### src/wide_line_rasterizer_defines.svh
// Assertion macros for the wide line rasterizer.
`ifndef WIDE_LINE_RASTERIZER_DEFINES_SVH
`define WIDE_LINE_RASTERIZER_DEFINES_SVH

// Same-cycle implication, checked on clk, off during reset.
`define WLR_ASSERT_NOW(name, trig, chk, msg) \
  name: assert property (@(posedge clk) disable iff (rst) (trig) |-> (chk)) \
    else $error(msg);

// Next-cycle implication, checked on clk, off during reset.
`define WLR_ASSERT_NEXT(name, trig, chk, msg) \
  name: assert property (@(posedge clk) disable iff (rst) (trig) |=> (chk)) \
    else $error(msg);

`endif

### src/wlr_pkg.sv
// Shared constants and configuration register map for the wide line rasterizer.
package wlr_pkg;

  localparam int CFG_INDEX_BITS = 3;
  localparam int CFG_DATA_BITS  = 16;
  localparam int COLOR_BITS     = 4;
  localparam int PEN_WIDTH_BITS = 5;

  typedef enum logic [CFG_INDEX_BITS-1:0] {
    REG_START_X   = 3'd0,
    REG_START_Y   = 3'd1,
    REG_END_X     = 3'd2,
    REG_END_Y     = 3'd3,
    REG_PEN_COLOR = 3'd4,
    REG_PEN_WIDTH = 3'd5
  } cfg_reg_t;

  // direction of the minor coordinate along a line
  typedef enum logic [1:0] {
    STEP_NONE = 2'd0,
    STEP_UP   = 2'd1,
    STEP_DOWN = 2'd3
  } minor_step_t;

  localparam logic [COLOR_BITS-1:0]     PEN_COLOR_RESET = 4'd15;
  localparam logic [PEN_WIDTH_BITS-1:0] PEN_WIDTH_RESET = 5'd1;

endpackage

### src/wlr_cfg_regs.sv
// Configuration registers: endpoints, pen color and pen width.
module wlr_cfg_regs #(
  parameter int COORD_BITS = 11
) (
  input  logic                                   clk,
  input  logic                                   rst,
  input  logic                                   cfg_valid,
  output logic                                   cfg_ready,
  input  logic [wlr_pkg::CFG_INDEX_BITS-1:0]     cfg_index,
  input  logic [wlr_pkg::CFG_DATA_BITS-1:0]      cfg_data,
  output logic signed [COORD_BITS-1:0]           start_x,
  output logic signed [COORD_BITS-1:0]           start_y,
  output logic signed [COORD_BITS-1:0]           end_x,
  output logic signed [COORD_BITS-1:0]           end_y,
  output logic [wlr_pkg::COLOR_BITS-1:0]         pen_color,
  output logic [wlr_pkg::PEN_WIDTH_BITS-1:0]     pen_width
);

  assign cfg_ready = 1'b1;

  always_ff @(posedge clk) begin
    if (rst) begin
      start_x   <= '0;
      start_y   <= '0;
      end_x     <= '0;
      end_y     <= '0;
      pen_color <= wlr_pkg::PEN_COLOR_RESET;
      pen_width <= wlr_pkg::PEN_WIDTH_RESET;
    end else if (cfg_valid) begin
      case (cfg_index)
        wlr_pkg::REG_START_X:   start_x   <= cfg_data[COORD_BITS-1:0];
        wlr_pkg::REG_START_Y:   start_y   <= cfg_data[COORD_BITS-1:0];
        wlr_pkg::REG_END_X:     end_x     <= cfg_data[COORD_BITS-1:0];
        wlr_pkg::REG_END_Y:     end_y     <= cfg_data[COORD_BITS-1:0];
        wlr_pkg::REG_PEN_COLOR: pen_color <= cfg_data[wlr_pkg::COLOR_BITS-1:0];
        wlr_pkg::REG_PEN_WIDTH: pen_width <= cfg_data[wlr_pkg::PEN_WIDTH_BITS-1:0];
        default: ;
      endcase
    end
  end

endmodule

### src/wlr_stepper.sv
// Bresenham line state: loads a line, steps one major position per item.
module wlr_stepper #(
  parameter int COORD_BITS = 11
) (
  input  logic                          clk,
  input  logic                          rst,
  input  logic                          item_take,
  input  logic                          begin_line,
  input  logic signed [COORD_BITS-1:0]  start_x,
  input  logic signed [COORD_BITS-1:0]  start_y,
  input  logic signed [COORD_BITS-1:0]  end_x,
  input  logic signed [COORD_BITS-1:0]  end_y,
  output logic                          span_load,
  output logic signed [COORD_BITS-1:0]  span_major,
  output logic signed [COORD_BITS-1:0]  span_minor,
  output logic signed [COORD_BITS-1:0]  span_end,
  output logic                          span_x_major
);

  localparam int CB = COORD_BITS;
  localparam int AB = COORD_BITS + 1;

  // Line state holds the position of the last span sent out.
  logic signed [CB-1:0] major_pos, minor_pos, major_end;
  logic [CB-1:0]        major_delta, minor_delta;
  logic [AB-1:0]        error_acc;
  wlr_pkg::minor_step_t minor_step;
  logic                 x_is_major;
  logic                 line_active;

  // Load path
  logic signed [CB:0]   diff_x, diff_y, neg_x, neg_y;
  logic [CB-1:0]        dx, dy;
  logic                 ld_xmaj, ld_swap;
  logic signed [CB-1:0] ma0, ma1, mi0, mi1;
  logic signed [CB-1:0] ld_major, ld_end, ld_minor, ld_minor_end;
  wlr_pkg::minor_step_t ld_step;
  logic [CB-1:0]        ld_major_delta, ld_minor_delta;

  // Advance path
  logic                 at_end;
  logic [AB-1:0]        acc_sum;
  logic                 acc_hit;
  logic signed [CB-1:0] adv_major, adv_minor;
  logic [AB-1:0]        adv_acc;

  always_comb begin
    diff_x = {start_x[CB-1], start_x} - {end_x[CB-1], end_x};
    diff_y = {start_y[CB-1], start_y} - {end_y[CB-1], end_y};
    neg_x  = -diff_x;
    neg_y  = -diff_y;
    dx     = diff_x[CB] ? neg_x[CB-1:0] : diff_x[CB-1:0];
    dy     = diff_y[CB] ? neg_y[CB-1:0] : diff_y[CB-1:0];

    ld_xmaj = dy < dx;
    ma0 = ld_xmaj ? start_x : start_y;
    ma1 = ld_xmaj ? end_x   : end_y;
    mi0 = ld_xmaj ? start_y : start_x;
    mi1 = ld_xmaj ? end_y   : end_x;
    ld_swap      = ma0 > ma1;
    ld_major     = ld_swap ? ma1 : ma0;
    ld_end       = ld_swap ? ma0 : ma1;
    ld_minor     = ld_swap ? mi1 : mi0;
    ld_minor_end = ld_swap ? mi0 : mi1;
    if (ld_minor_end > ld_minor) begin
      ld_step = wlr_pkg::STEP_UP;
    end else if (ld_minor_end < ld_minor) begin
      ld_step = wlr_pkg::STEP_DOWN;
    end else begin
      ld_step = wlr_pkg::STEP_NONE;
    end
    ld_major_delta = ld_xmaj ? dx : dy;
    ld_minor_delta = ld_xmaj ? dy : dx;

    at_end    = major_pos >= major_end;
    acc_sum   = error_acc + AB'(minor_delta);
    acc_hit   = acc_sum >= AB'(major_delta);
    adv_major = major_pos + CB'(1);
    adv_acc   = acc_hit ? acc_sum - AB'(major_delta) : acc_sum;
    adv_minor = minor_pos;
    if (acc_hit) begin
      case (minor_step)
        wlr_pkg::STEP_UP:   adv_minor = minor_pos + CB'(1);
        wlr_pkg::STEP_DOWN: adv_minor = minor_pos - CB'(1);
        default:            adv_minor = minor_pos;
      endcase
    end

    span_load    = item_take && (begin_line || (line_active && !at_end));
    span_major   = begin_line ? ld_major : adv_major;
    span_minor   = begin_line ? ld_minor : adv_minor;
    span_end     = begin_line ? ld_end   : major_end;
    span_x_major = begin_line ? ld_xmaj  : x_is_major;
  end

  always_ff @(posedge clk) begin
    if (rst) begin
      major_pos   <= '0;
      minor_pos   <= '0;
      major_end   <= '0;
      major_delta <= '0;
      minor_delta <= '0;
      error_acc   <= '0;
      minor_step  <= wlr_pkg::STEP_NONE;
      x_is_major  <= 1'b0;
      line_active <= 1'b0;
    end else if (item_take) begin
      if (begin_line) begin
        major_pos   <= ld_major;
        minor_pos   <= ld_minor;
        major_end   <= ld_end;
        major_delta <= ld_major_delta;
        minor_delta <= ld_minor_delta;
        error_acc   <= '0;
        minor_step  <= ld_step;
        x_is_major  <= ld_xmaj;
        line_active <= 1'b1;
      end else if (line_active) begin
        // the span at the final position has gone out: line is finished
        if (at_end) begin
          line_active <= 1'b0;
        end else begin
          major_pos <= adv_major;
          minor_pos <= adv_minor;
          error_acc <= adv_acc;
        end
      end
    end
  end

endmodule

### src/wlr_span_gen.sv
// Span register and pixel output register: one pen pixel per cycle unless out_ready stalls.
module wlr_span_gen #(
  parameter int COORD_BITS = 11,
  parameter int MAX_WIDTH  = 16
) (
  input  logic                                clk,
  input  logic                                rst,
  input  logic                                span_load,
  input  logic signed [COORD_BITS-1:0]        span_major,
  input  logic signed [COORD_BITS-1:0]        span_minor,
  input  logic signed [COORD_BITS-1:0]        span_end,
  input  logic                                span_x_major,
  input  logic [wlr_pkg::COLOR_BITS-1:0]      pen_color,
  input  logic [wlr_pkg::PEN_WIDTH_BITS-1:0]  pen_width,
  output logic                                span_free,
  output logic                                out_valid,
  input  logic                                out_ready,
  output logic signed [COORD_BITS:0]          pix_x,
  output logic signed [COORD_BITS:0]          pix_y,
  output logic [wlr_pkg::COLOR_BITS-1:0]      pix_color,
  output logic                                span_last,
  output logic                                line_done
);

  localparam int CB = COORD_BITS;
  localparam int OB = COORD_BITS + 1;
  localparam int WB = $clog2(MAX_WIDTH + 1);

  logic                             span_valid;
  logic signed [CB-1:0]             sp_major, sp_minor, sp_end;
  logic                             sp_xmaj;
  logic [WB-1:0]                    sp_width;
  logic [wlr_pkg::COLOR_BITS-1:0]   sp_color;
  logic [WB-1:0]                    pix_idx;

  logic          out_free, emit, is_last, sp_done;
  logic [WB-1:0] idx_inc, mag, width_sat;
  logic [OB-1:0] mag_ext;
  logic signed [OB-1:0] off, minor_ext, major_ext, mn;

  always_comb begin
    out_free  = !out_valid || out_ready;
    emit      = span_valid && out_free;
    idx_inc   = pix_idx + WB'(1);
    is_last   = idx_inc == sp_width;
    span_free = !span_valid || (emit && is_last);

    // offsets across the line run 0, -1, +1, -2, +2, ...
    mag       = idx_inc >> 1;
    mag_ext   = OB'(mag);
    off       = pix_idx[0] ? -mag_ext : mag_ext;
    minor_ext = {sp_minor[CB-1], sp_minor};
    major_ext = {sp_major[CB-1], sp_major};
    mn        = minor_ext + off;
    sp_done   = sp_major >= sp_end;

    if (pen_width == '0) begin
      width_sat = WB'(1);
    end else if (32'(pen_width) > MAX_WIDTH) begin
      width_sat = WB'(MAX_WIDTH);
    end else begin
      width_sat = WB'(pen_width);
    end
  end

  always_ff @(posedge clk) begin
    if (rst) begin
      span_valid <= 1'b0;
      out_valid  <= 1'b0;
      pix_idx    <= '0;
    end else begin
      if (span_load) begin
        span_valid <= 1'b1;
      end else if (emit && is_last) begin
        span_valid <= 1'b0;
      end
      if (emit) begin
        pix_idx <= is_last ? '0 : idx_inc;
      end
      if (emit) begin
        out_valid <= 1'b1;
      end else if (out_ready) begin
        out_valid <= 1'b0;
      end
    end
  end

  always_ff @(posedge clk) begin
    if (span_load) begin
      sp_major <= span_major;
      sp_minor <= span_minor;
      sp_end   <= span_end;
      sp_xmaj  <= span_x_major;
      sp_width <= width_sat;
      sp_color <= pen_color;
    end
    if (emit) begin
      pix_x     <= sp_xmaj ? major_ext : mn;
      pix_y     <= sp_xmaj ? mn : major_ext;
      pix_color <= sp_color;
      span_last <= is_last;
      line_done <= sp_done;
    end
  end

endmodule

### src/wide_line_rasterizer.sv
// Wide line rasterizer top level: config registers, line stepper, span output.
// The first pixel of a span passes the span register, then the output register.
// Throughput: one pixel per cycle unless out_ready stalls; an item holds the span
//   stage for its pen width, 1 to MAX_WIDTH pixels; an item drawing none does not.
// Reset: synchronous; no line in progress, output empty, registers at reset values.
`include "wide_line_rasterizer_defines.svh"

module wide_line_rasterizer #(
  parameter int COORD_BITS = 11,
  parameter int MAX_WIDTH  = 16
) (
  input  logic                                clk,
  input  logic                                rst,
  input  logic                                in_valid,
  output logic                                in_ready,
  input  logic                                begin_line,
  output logic                                out_valid,
  input  logic                                out_ready,
  output logic signed [COORD_BITS:0]          pix_x,
  output logic signed [COORD_BITS:0]          pix_y,
  output logic [wlr_pkg::COLOR_BITS-1:0]      pix_color,
  output logic                                span_last,
  output logic                                line_done,
  input  logic                                cfg_valid,
  output logic                                cfg_ready,
  input  logic [wlr_pkg::CFG_INDEX_BITS-1:0]  cfg_index,
  input  logic [wlr_pkg::CFG_DATA_BITS-1:0]   cfg_data
);

  logic signed [COORD_BITS-1:0]        start_x, start_y, end_x, end_y;
  logic [wlr_pkg::COLOR_BITS-1:0]      pen_color;
  logic [wlr_pkg::PEN_WIDTH_BITS-1:0]  pen_width;

  logic                          item_take, span_load, span_free, span_x_major;
  logic signed [COORD_BITS-1:0]  span_major, span_minor, span_end;

  assign in_ready  = span_free;
  assign item_take = in_valid && in_ready;

  wlr_cfg_regs #(
    .COORD_BITS(COORD_BITS)
  ) u_cfg (
    .clk       (clk),
    .rst       (rst),
    .cfg_valid (cfg_valid),
    .cfg_ready (cfg_ready),
    .cfg_index (cfg_index),
    .cfg_data  (cfg_data),
    .start_x   (start_x),
    .start_y   (start_y),
    .end_x     (end_x),
    .end_y     (end_y),
    .pen_color (pen_color),
    .pen_width (pen_width)
  );

  wlr_stepper #(
    .COORD_BITS(COORD_BITS)
  ) u_step (
    .clk          (clk),
    .rst          (rst),
    .item_take    (item_take),
    .begin_line   (begin_line),
    .start_x      (start_x),
    .start_y      (start_y),
    .end_x        (end_x),
    .end_y        (end_y),
    .span_load    (span_load),
    .span_major   (span_major),
    .span_minor   (span_minor),
    .span_end     (span_end),
    .span_x_major (span_x_major)
  );

  wlr_span_gen #(
    .COORD_BITS(COORD_BITS),
    .MAX_WIDTH (MAX_WIDTH)
  ) u_span (
    .clk          (clk),
    .rst          (rst),
    .span_load    (span_load),
    .span_major   (span_major),
    .span_minor   (span_minor),
    .span_end     (span_end),
    .span_x_major (span_x_major),
    .pen_color    (pen_color),
    .pen_width    (pen_width),
    .span_free    (span_free),
    .out_valid    (out_valid),
    .out_ready    (out_ready),
    .pix_x        (pix_x),
    .pix_y        (pix_y),
    .pix_color    (pix_color),
    .span_last    (span_last),
    .line_done    (line_done)
  );

  // a new line always produces a span
  `WLR_ASSERT_NOW(a_begin_emits, item_take && begin_line, span_load, "begin item drew no span")

  // pixels of one span come out back to back
  `WLR_ASSERT_NEXT(a_span_continues, out_valid && out_ready && !span_last, out_valid, "span cut short")

  // within a span the major coordinate, color and done flag hold
  `WLR_ASSERT_NEXT(a_span_uniform, out_valid && out_ready && !span_last, (line_done == $past(line_done)) && (pix_color == $past(pix_color)) && ((pix_x == $past(pix_x)) || (pix_y == $past(pix_y))), "span pixels disagree")

endmodule

### config.mk
export PLATFORM = sky130hd
export DESIGN_NAME = wide_line_rasterizer
export DESIGN_NICKNAME = d
export VERILOG_FILES = /design/src/wlr_pkg.sv /design/src/wlr_cfg_regs.sv /design/src/wlr_stepper.sv /design/src/wlr_span_gen.sv /design/src/wide_line_rasterizer.sv
export VERILOG_INCLUDE_DIRS = /design/src /design/src/src
export SDC_FILE = /design/constraint.sdc
export NUM_CORES = 1
export LEC_CHECK = 0
export ABC_AREA = 1
export BUFFER_PORTS_ARGS = -buffer_cell sky130_fd_sc_hd__buf_2
export CAP_MARGIN = 20
export CORE_MARGIN = 1.5
export CORE_UTILIZATION = 45
export CTS_BUF_LIST = sky130_fd_sc_hd__clkbuf_4 sky130_fd_sc_hd__clkbuf_8
export CTS_CLUSTER_DIAMETER = 60
export DETAILED_ROUTE_END_ITERATION = 6
export SLEW_MARGIN = 30
export SYNTH_ARGS = -nofsm -noshare
export SYNTH_HDL_FRONTEND = slang
export SYNTH_HIERARCHICAL = 1
export SYNTH_SLANG_ARGS = --single-unit
### constraint.sdc
create_clock -name clk -period 16.2 [get_ports clk]
set_clock_uncertainty 0.2 [all_clocks]
set_input_delay 1.62 -clock clk [delete_from_list [all_inputs] [get_ports clk]]
set_output_delay 1.62 -clock clk [all_outputs]
set_load 0.05 [all_outputs]
==> reports/metrics.cfg, run 1 <==
[synth]
ys_seq_elements=204
synth_ff_type=dfxtp_1
yosys-top-cells-count=nand2_1 (629), inv_1 (293), nand3_1 (198)
postSynthAreaPerCell_um2=6.86
async_flop_share_pct=0
yosysMostFrequentCell=nand2_1
synth_top_area_cell=dfxtp_1
synth_edf_count=73
ys_types=58
synth_area_leaders=dfxtp_1 (17%), nand2_1 (15%), edfxtp_1 (14%)
yosysWarnings=6
synthesis.nets=2417
synth_top_area_share_pct=16.9
netlist_instances=2261
syn_area_um2=15500
synth-seq-area-share_pct=31.0

[place]
place_ws_ns=8.44
port_buffers=51
gp_congestion=0.879
place_hpwl_um=31600
placed_cells=2686

[detailed_routing]
post-route-drc-count=0
wl_um=40900
viasPerCell=5.22
drtAntennaViolNets=0
avgRoutedWirePerCell_um=14.8
num_vias=14400
first_pass_iters=5
drt-initial-drc-count=904

[sta]
slew-limit-headroom_pct=37.5
tightest_slew_ns=0.934
fmax_ghz=0.127
finalCritPeriodShare_pct=48.5
rsz0062_at_grt=no
setup_tns_ns=0
fin_crit_ns=7.86
setup_viol=0
hold_viol=0
setup_ws_ns=8.34
final_max_slew_viol_count=0

[floorplan]
fp-row-count=67
die_width_um=189
design.die.area_um2=35600
fp.dieH_um=189
start_util_pct=46.0
ioPinCount=58
core_area_um2=33700

[cells_and_area]
fillers=3444
final_cells=2758
area_delta_synth_final_pct=8.94
multi_input_area_um2=9110
nNetsFinal=2435
antenna-diode-count=0
layout-drive-gt1-share_pct=9.78
reg_top3=u_span/pix_x (12), u_span/pix_y (12), u_step/error_acc (12)
ff_latch_area_um2=4810

[global_route]
grt_pass1_vias=13200
antenna_found_initial=0
grt_pass1_wl_um=66100
grt_overflow=0
grtUsageMet1_pct=30.9
grt_start_max_net_pins=95
grt.total_usage_pct=23.0
grtUsageMet3_pct=3.11
use_met2_pct=38.4
busiest_layer=met2

[cts]
post_cts.repair.setup_buffers=0
numCtsBuffers=39
cts_tree=yes
clk_latency_ns=0.55
cts_resized=0
ctsRootBufferMaster=clkbuf_8
h-tree-depth=2
cts.sinks=204
cts_max_path_buffers=3
path_clk_slew_ns=0.06
ctsHoldBuffers=0

[worst_setup_path]
cp.arrival_ns=8.12
startpoint_type=register
cp.depth=45
end_kind=register
crit_start=u_cfg/start_y[0]$_SDFFE_PP0P_
reg2reg_from=u_cfg/start_y[0]$_SDFFE_PP0P_
crit_top_cell=nand2_1
rr_worst_depth=45
worstPathRequired_ns=16.46
crit_type=register to register
cp_max_fo=89
critical_path.max_stage_delay_ns=0.64
critical_path.top_delay_family=simple AND/OR/NAND/NOR gates
r2r-end=u_step/minor_step[0]$_SDFFE_PP0P_
critPathSlowestCell=buf_4
r2r_slack_ns=8.34
cp-endpoint=u_step/minor_step[0]$_SDFFE_PP0P_
crit_buf_inv=8

[status]
outcome=finished, final reports clean

[min_path]
hold_path_class=register to register

[run]
cap_violations=0

[worst min path at each step]
stage                                  from                       endpoint  slack [ns]  cells after the start
5_1_grt        u_span/sp_color[1]$_DFFE_PP_  u_span/pix_color[1]$_DFFE_PP_        0.23                      0
4_1_cts        u_span/sp_color[1]$_DFFE_PP_  u_span/pix_color[1]$_DFFE_PP_        0.21                      0
3_5_place_dp   u_span/sp_color[1]$_DFFE_PP_  u_span/pix_color[1]$_DFFE_PP_        0.21                      0
6_report       u_span/sp_color[1]$_DFFE_PP_  u_span/pix_color[1]$_DFFE_PP_        0.22                      0
2_1_floorplan  u_span/sp_color[0]$_DFFE_PP_  u_span/pix_color[0]$_DFFE_PP_        0.20                      0
3_3_place_gp   u_span/sp_color[0]$_DFFE_PP_  u_span/pix_color[0]$_DFFE_PP_        0.21                      0
[cells in the final DEF, fill, tap and decap left out, drive strengths merged, types with 2 or more instances in the layout]
cell	Yosys	layout
nand2	653	653
inv	308	309
nand3	205	205
nor2	190	190
o21ai	154	154
dfxtp	131	131
ha	125	125
a21oi	112	112
edfxtp	73	73
buf	55	60
nand4	58	58
clkbuf	28	56
xor2	25	25
o211ai	23	23
o21bai	16	16
xnor2	15	15
nor3	14	14
clkinv	3	12
a31oi	10	10
mux2i	9	9
or2	9	9
nand3b	7	7
fa	6	6
bufinv	0	5
and2	5	5
nor4	4	4
a21boi	4	4
o21a	3	3
o31ai	3	3
o2111ai	3	3
o22ai	3	3
a21o	2	2
o221ai	2	2
[layer usage]
layer	vias up	routed length (µm)
li1	7458	-
met1	6550	19400
met2	326	18500
met3	62	1890
met4	0	1050
met5	-	0
[final cells by class]
| cell class | count | area share [%] |
|---|---|---|
| timing repair buffer | 60 | 1.93 |
| tap | 448 | 3.32 |
| clock inverter | 16 | 1.21 |
| clock buffer | 56 | 4.26 |
| inverter | 311 | 6.91 |
| multi-input combinational | 1663 | 53.9 |
| sequential | 204 | 28.5 |
[metrics by stage]
| stage | instance area (µm²) | hold slack, ns | util, % |
|---|---|---|---|
| 2_1_floorplan | 15500 | 0.200 | - |
| 3_3_place_gp | 16000 | 0.206 | 47.4 |
| 3_5_place_dp | 16000 | 0.206 | 47.4 |
| 4_1_cts | 16900 | 0.214 | 50.2 |
| 5_1_grt | 16900 | 0.228 | 50.2 |
| 6_report | 16900 | 0.222 | 50.2 |
[logic make-up (layout without fill, tap and decap cells)]
family | after synthesis | in the layout | synth area share, %
AND/OR/NAND/NOR | 1145 | 1145 | 32.2
buffers and inverters | 394 | 443 | 10.3
AO/OA/AOI/OAI | 337 | 337 | 12.4
flip-flops | 204 | 204 | 31.0
adder cells (fa/ha/maj) | 131 | 131 | 10.9
XOR/XNOR | 40 | 40 | 2.57
multiplexers | 9 | 9 | 0.581
other | 1 | 1 | 0.0242
Power of run 1 is not shown: default switching activity piles up to over one toggle a cycle in this logic, so the estimate is an artifact.
==> run 2, diff against run 1 <==
- clock period: 16.2 -> 8.16 ns (I/O delays scaled with it)
==> run 2 against run 1 <==
  * Flip-flop and latch count stayed put
  * Non-clock buffer count is 8 higher
  * Utilization is 0.20 points lower
  * Clock-buffer cell count fell by 6
  * Sequential share of layout area rose by 0.12 points
  * Setup slack got worse by 7.6 ns
  * Hold slack worse by 0.0060 ns
  * Maximum frequency rose by 6.5%
  * Wire length up 2.6%
  * Final cell count barely moved
  * Register-to-register slack worse by 7.6 ns
==> reports/metrics.cfg, run 2 (synthesized netlist as in run 1, its figures left out) <==
[worst_setup_path]
critical_path.max_stage_delay_ns=0.49
cp.arrival_ns=7.67
end_kind=register
worstPathRequired_ns=8.46
critical_path.top_delay_family=simple AND/OR/NAND/NOR gates
startpoint_type=register
crit_buf_inv=7
cp_max_fo=28
crit_top_cell=nand2_1
critPathSlowestCell=fa_1
reg2reg_from=u_cfg/start_y[0]$_SDFFE_PP0P_
crit_type=register to register
crit_start=u_cfg/start_y[0]$_SDFFE_PP0P_

[detailed_routing]
avgRoutedWirePerCell_um=15.2
num_vias=14500
drt-initial-drc-count=1046
wl_um=42000
viasPerCell=5.24
post-route-drc-count=0
first_pass_iters=6
drtAntennaViolNets=0

[min_path]
hold_path_class=register to register
min_from=u_span/sp_color[1]$_DFFE_PP_

[run]
cap_violations=0

[cts]
cts_resized=0
cts_max_path_buffers=3
ctsRootBufferMaster=clkbuf_8
cts_tree=yes
path_clk_slew_ns=0.06
numCtsBuffers=39
cts.sinks=204
ctsHoldBuffers=0
clk_latency_ns=0.58
post_cts.repair.setup_buffers=0
h-tree-depth=2

[global_route]
grt_start_max_net_pins=94
grt_pass1_vias=13700
grt_overflow=0
antenna_found_initial=0
grt_pass1_wl_um=69000
grt.total_usage_pct=24.0

[floorplan]
die_width_um=189
ioPinCount=58
fp-row-count=67
design.die.area_um2=35600
start_util_pct=46.0
core_area_um2=33700
fp.dieH_um=189

[status]
outcome=finished, final reports clean

[cells_and_area]
final_cells=2760
area_delta_synth_final_pct=8.50
multi_input_area_um2=9110
post-route-util_pct=50.0
ff_latch_area_um2=4810
nNetsFinal=2443
layout_common_cells=nand2_1 (628), inv_1 (292), nand3_1 (198)
fillers=3496
reg_top3=u_span/pix_x (12), u_span/pix_y (12), u_step/error_acc (12)
antenna-diode-count=0
layout-drive-gt1-share_pct=9.86
mostFrequentLayoutCell=nand2_1

[sta]
rsz0062_at_grt=no
setup_ws_ns=0.785
setup_tns_ns=0
fin_crit_ns=7.37
tightest_slew_ns=0.908
setup_viol=0
slew-limit-headroom_pct=39.3
final_max_slew_viol_count=0
fmax_ghz=0.136
hold_viol=0
finalCritPeriodShare_pct=90.4

[place]
gp_congestion=0.913
place_hpwl_um=32500
placed_cells=2694
port_buffers=51
place_ws_ns=0.884

==> run 2: final timing paths <==
path / to / slack [ns] / cells past startpoint
hold / removal: u_span/pix_color[1]$_DFFE_PP_ / 0.22 / 0
setup / recovery: u_step/minor_step[0]$_SDFFE_PP0P_ / 0.79 / 41
hold reg to reg: u_span/pix_color[1]$_DFFE_PP_ / 0.22 / 0
setup reg to reg: u_step/minor_step[0]$_SDFFE_PP0P_ / 0.79 / 41
==> run 2: metal layers <==
metal / vias up / part of all wire [%] / track usage [%]
met3: 75 / 4.6 / 4.10
met1: 6616 / 48 / 31.8
met5: - / 0 / 0
met4: 0 / 2.6 / 7.33
li1: 7460 / - / -
met2: 306 / 45 / 39.9
==> run 2: layout make-up <==
cell class / count / share of cell area [%]
flip-flops and latches: 204 / 28.6
inverters: 311 / 6.93
well taps: 448 / 3.33
repair buffers: 68 / 2.30
clock inverters: 16 / 0.944
multi-input cells: 1663 / 54.1
clock buffers: 50 / 3.79
==> run 2: metrics by stage <==
stage | hold slack (ns) | area [µm²]
after CTS | 0.217 | 16800
after global routing | 0.222 | 16800
after detailed placement | 0.206 | 16000
after floorplan | 0.200 | 15500
final | 0.216 | 16800
after global placement | 0.204 | 16000
Power of run 2 is left out for the same reason.
==> run 3, diff against run 2 <==
- CORE_ASPECT_RATIO: not set -> 0.9
==> run 3 against run 2 <==
  * Via count up 0.10%
  * Register-to-register slack gained 0.02 ns
  * Setup slack improved by 0.021 ns
  * Utilization down 0.23 points
  * Largest cell class unchanged
  * Critical path depth unchanged
==> reports/metrics.cfg, run 3 (synthesized netlist as in run 1, its figures left out) <==
[floorplan]
core_area_um2=34000
die_width_um=199
start_util_pct=45.7
ioPinCount=58
fp-row-count=64
design.die.area_um2=35600
fp.dieH_um=179

[worst_setup_path]
crit_start=u_cfg/start_y[0]$_SDFFE_PP0P_
reg2reg_from=u_cfg/start_y[0]$_SDFFE_PP0P_
startpoint_type=register
crit_buf_inv=7
critPathSlowestCell=fa_1
critical_path.max_stage_delay_ns=0.49
critical_path.top_delay_family=simple AND/OR/NAND/NOR gates
crit_top_cell=nand2_1
crit_type=register to register
r2r_slack_ns=0.81
cp.arrival_ns=7.57
r2r-end=u_step/minor_step[1]$_SDFFE_PP0P_
rr_worst_depth=41
end_kind=register
worstPathRequired_ns=8.37
cp.depth=41
cp-endpoint=u_step/minor_step[1]$_SDFFE_PP0P_
cp_max_fo=40

[cts]
h-tree-depth=2
numCtsBuffers=39
ctsRootBufferMaster=clkbuf_8
cts_resized=0
clk_latency_ns=0.57
path_clk_slew_ns=0.06
cts.sinks=204
cts_tree=yes
ctsHoldBuffers=0
cts_max_path_buffers=3
post_cts.repair.setup_buffers=0

[sta]
slew-limit-headroom_pct=41.3
hold_viol=0
final_max_slew_viol_count=0
rsz0062_at_grt=no
fin_crit_ns=7.35
setup_viol=0
setup_tns_ns=0
tightest_slew_ns=0.878
finalCritPeriodShare_pct=90.1
fin_hold_ws_ns=0.226
fmax_ghz=0.136

[status]
outcome=finished, final reports clean

[detailed_routing]
post-route-drc-count=0
wl_um=42000
drtAntennaViolNets=0
first_pass_iters=5
num_vias=14500
drt-initial-drc-count=939
avgRoutedWirePerCell_um=15.2
viasPerCell=5.22

[place]
port_buffers=51
place_hpwl_um=32400
gp_congestion=0.924

[global_route]
grt_start_max_net_pins=76
antenna_found_initial=0
grt_overflow=0
grt_pass1_vias=13300
grt_pass1_wl_um=67800
grt.total_usage_pct=24.0

[cells_and_area]
reg_top3=u_span/pix_x (12), u_span/pix_y (12), u_step/error_acc (12)
antenna-diode-count=0
layout_common_cells=nand2_1 (628), inv_1 (292), nand3_1 (198)
mostFrequentLayoutCell=nand2_1
layout-drive-gt1-share_pct=9.92
nNetsFinal=2436
area_delta_synth_final_pct=8.81

[run]
cap_violations=0

[min_path]
hold_path_class=register to register

## run 3: cell types whose count changed in the layout (fill, tap and decap cells not counted), moves of 3 or more
cell	previous run	this run
clkinvlp_4	1	4
clkinv_2	5	1
buf_4	16	10
clkbuf_4	8	16
clkinv_1	8	4
## run 3: worst min-delay path by stage
| stage | from | endpoint | cells past startpoint |
|---|---|---|---|
| after floorplan | u_span/sp_color[0]$_DFFE_PP_ | u_span/pix_color[0]$_DFFE_PP_ | 0 |
| after global placement | u_span/sp_color[1]$_DFFE_PP_ | u_span/pix_color[1]$_DFFE_PP_ | 0 |
| after detailed placement | u_span/sp_color[2]$_DFFE_PP_ | u_span/pix_color[2]$_DFFE_PP_ | 0 |
| after CTS | u_span/sp_color[2]$_DFFE_PP_ | u_span/pix_color[2]$_DFFE_PP_ | 0 |
| after global routing | u_span/sp_color[0]$_DFFE_PP_ | u_span/pix_color[0]$_DFFE_PP_ | 0 |
| final | u_span/sp_color[2]$_DFFE_PP_ | u_span/pix_color[2]$_DFFE_PP_ | 0 |
## run 3: layout make-up
cell class | count | area (µm²)
inverters | 311 | 1170
flip-flops and latches | 204 | 4810
clock inverters | 11 | 171
repair buffers | 61 | 330
multi-input cells | 1663 | 9110
fillers | 3503 | 17100
clock buffers | 59 | 712
well taps | 462 | 578
## run 3: metal layers
| layer | vias to the layer above | share of wire [%] | global-route usage, % |
|---|---|---|---|
| met1 | 6587 | 48 | 33.4 |
| li1 | 7462 | - | - |
| met4 | 0 | 3.0 | 8.71 |
| met2 | 341 | 43 | 37.8 |
| met3 | 82 | 6.0 | 3.54 |
| met5 | - | 0 | 0 |
## run 3: per-stage QoR
step | std cells | util (%) | area (µm²) | worst slack [ns]
floorplan | 2261 | - | 15500 | 1.93
global placement | 2701 | 47.1 | 16000 | 0.968
detailed placement | 2701 | 47.1 | 16000 | 0.851
CTS | 2771 | 49.7 | 16900 | 0.800
global route | 2771 | 49.7 | 16900 | 0.0132
finish | 2771 | 49.7 | 16900 | 0.806
## run 3: worst reg2reg max path: cells and delay by family, from the launching register on
family / cells / cell delay (ns)
AOI/OAI and AO/OA: 8 / 1.13
DFF: 1 / 0.33
xor gates and xnor gates: 1 / 0.16
adders and majority gates: 6 / 1.78
and+or+nand+nor: 19 / 2.31
buffers and inverters: 7 / 1.28
Power of run 3 is left out for the same reason.
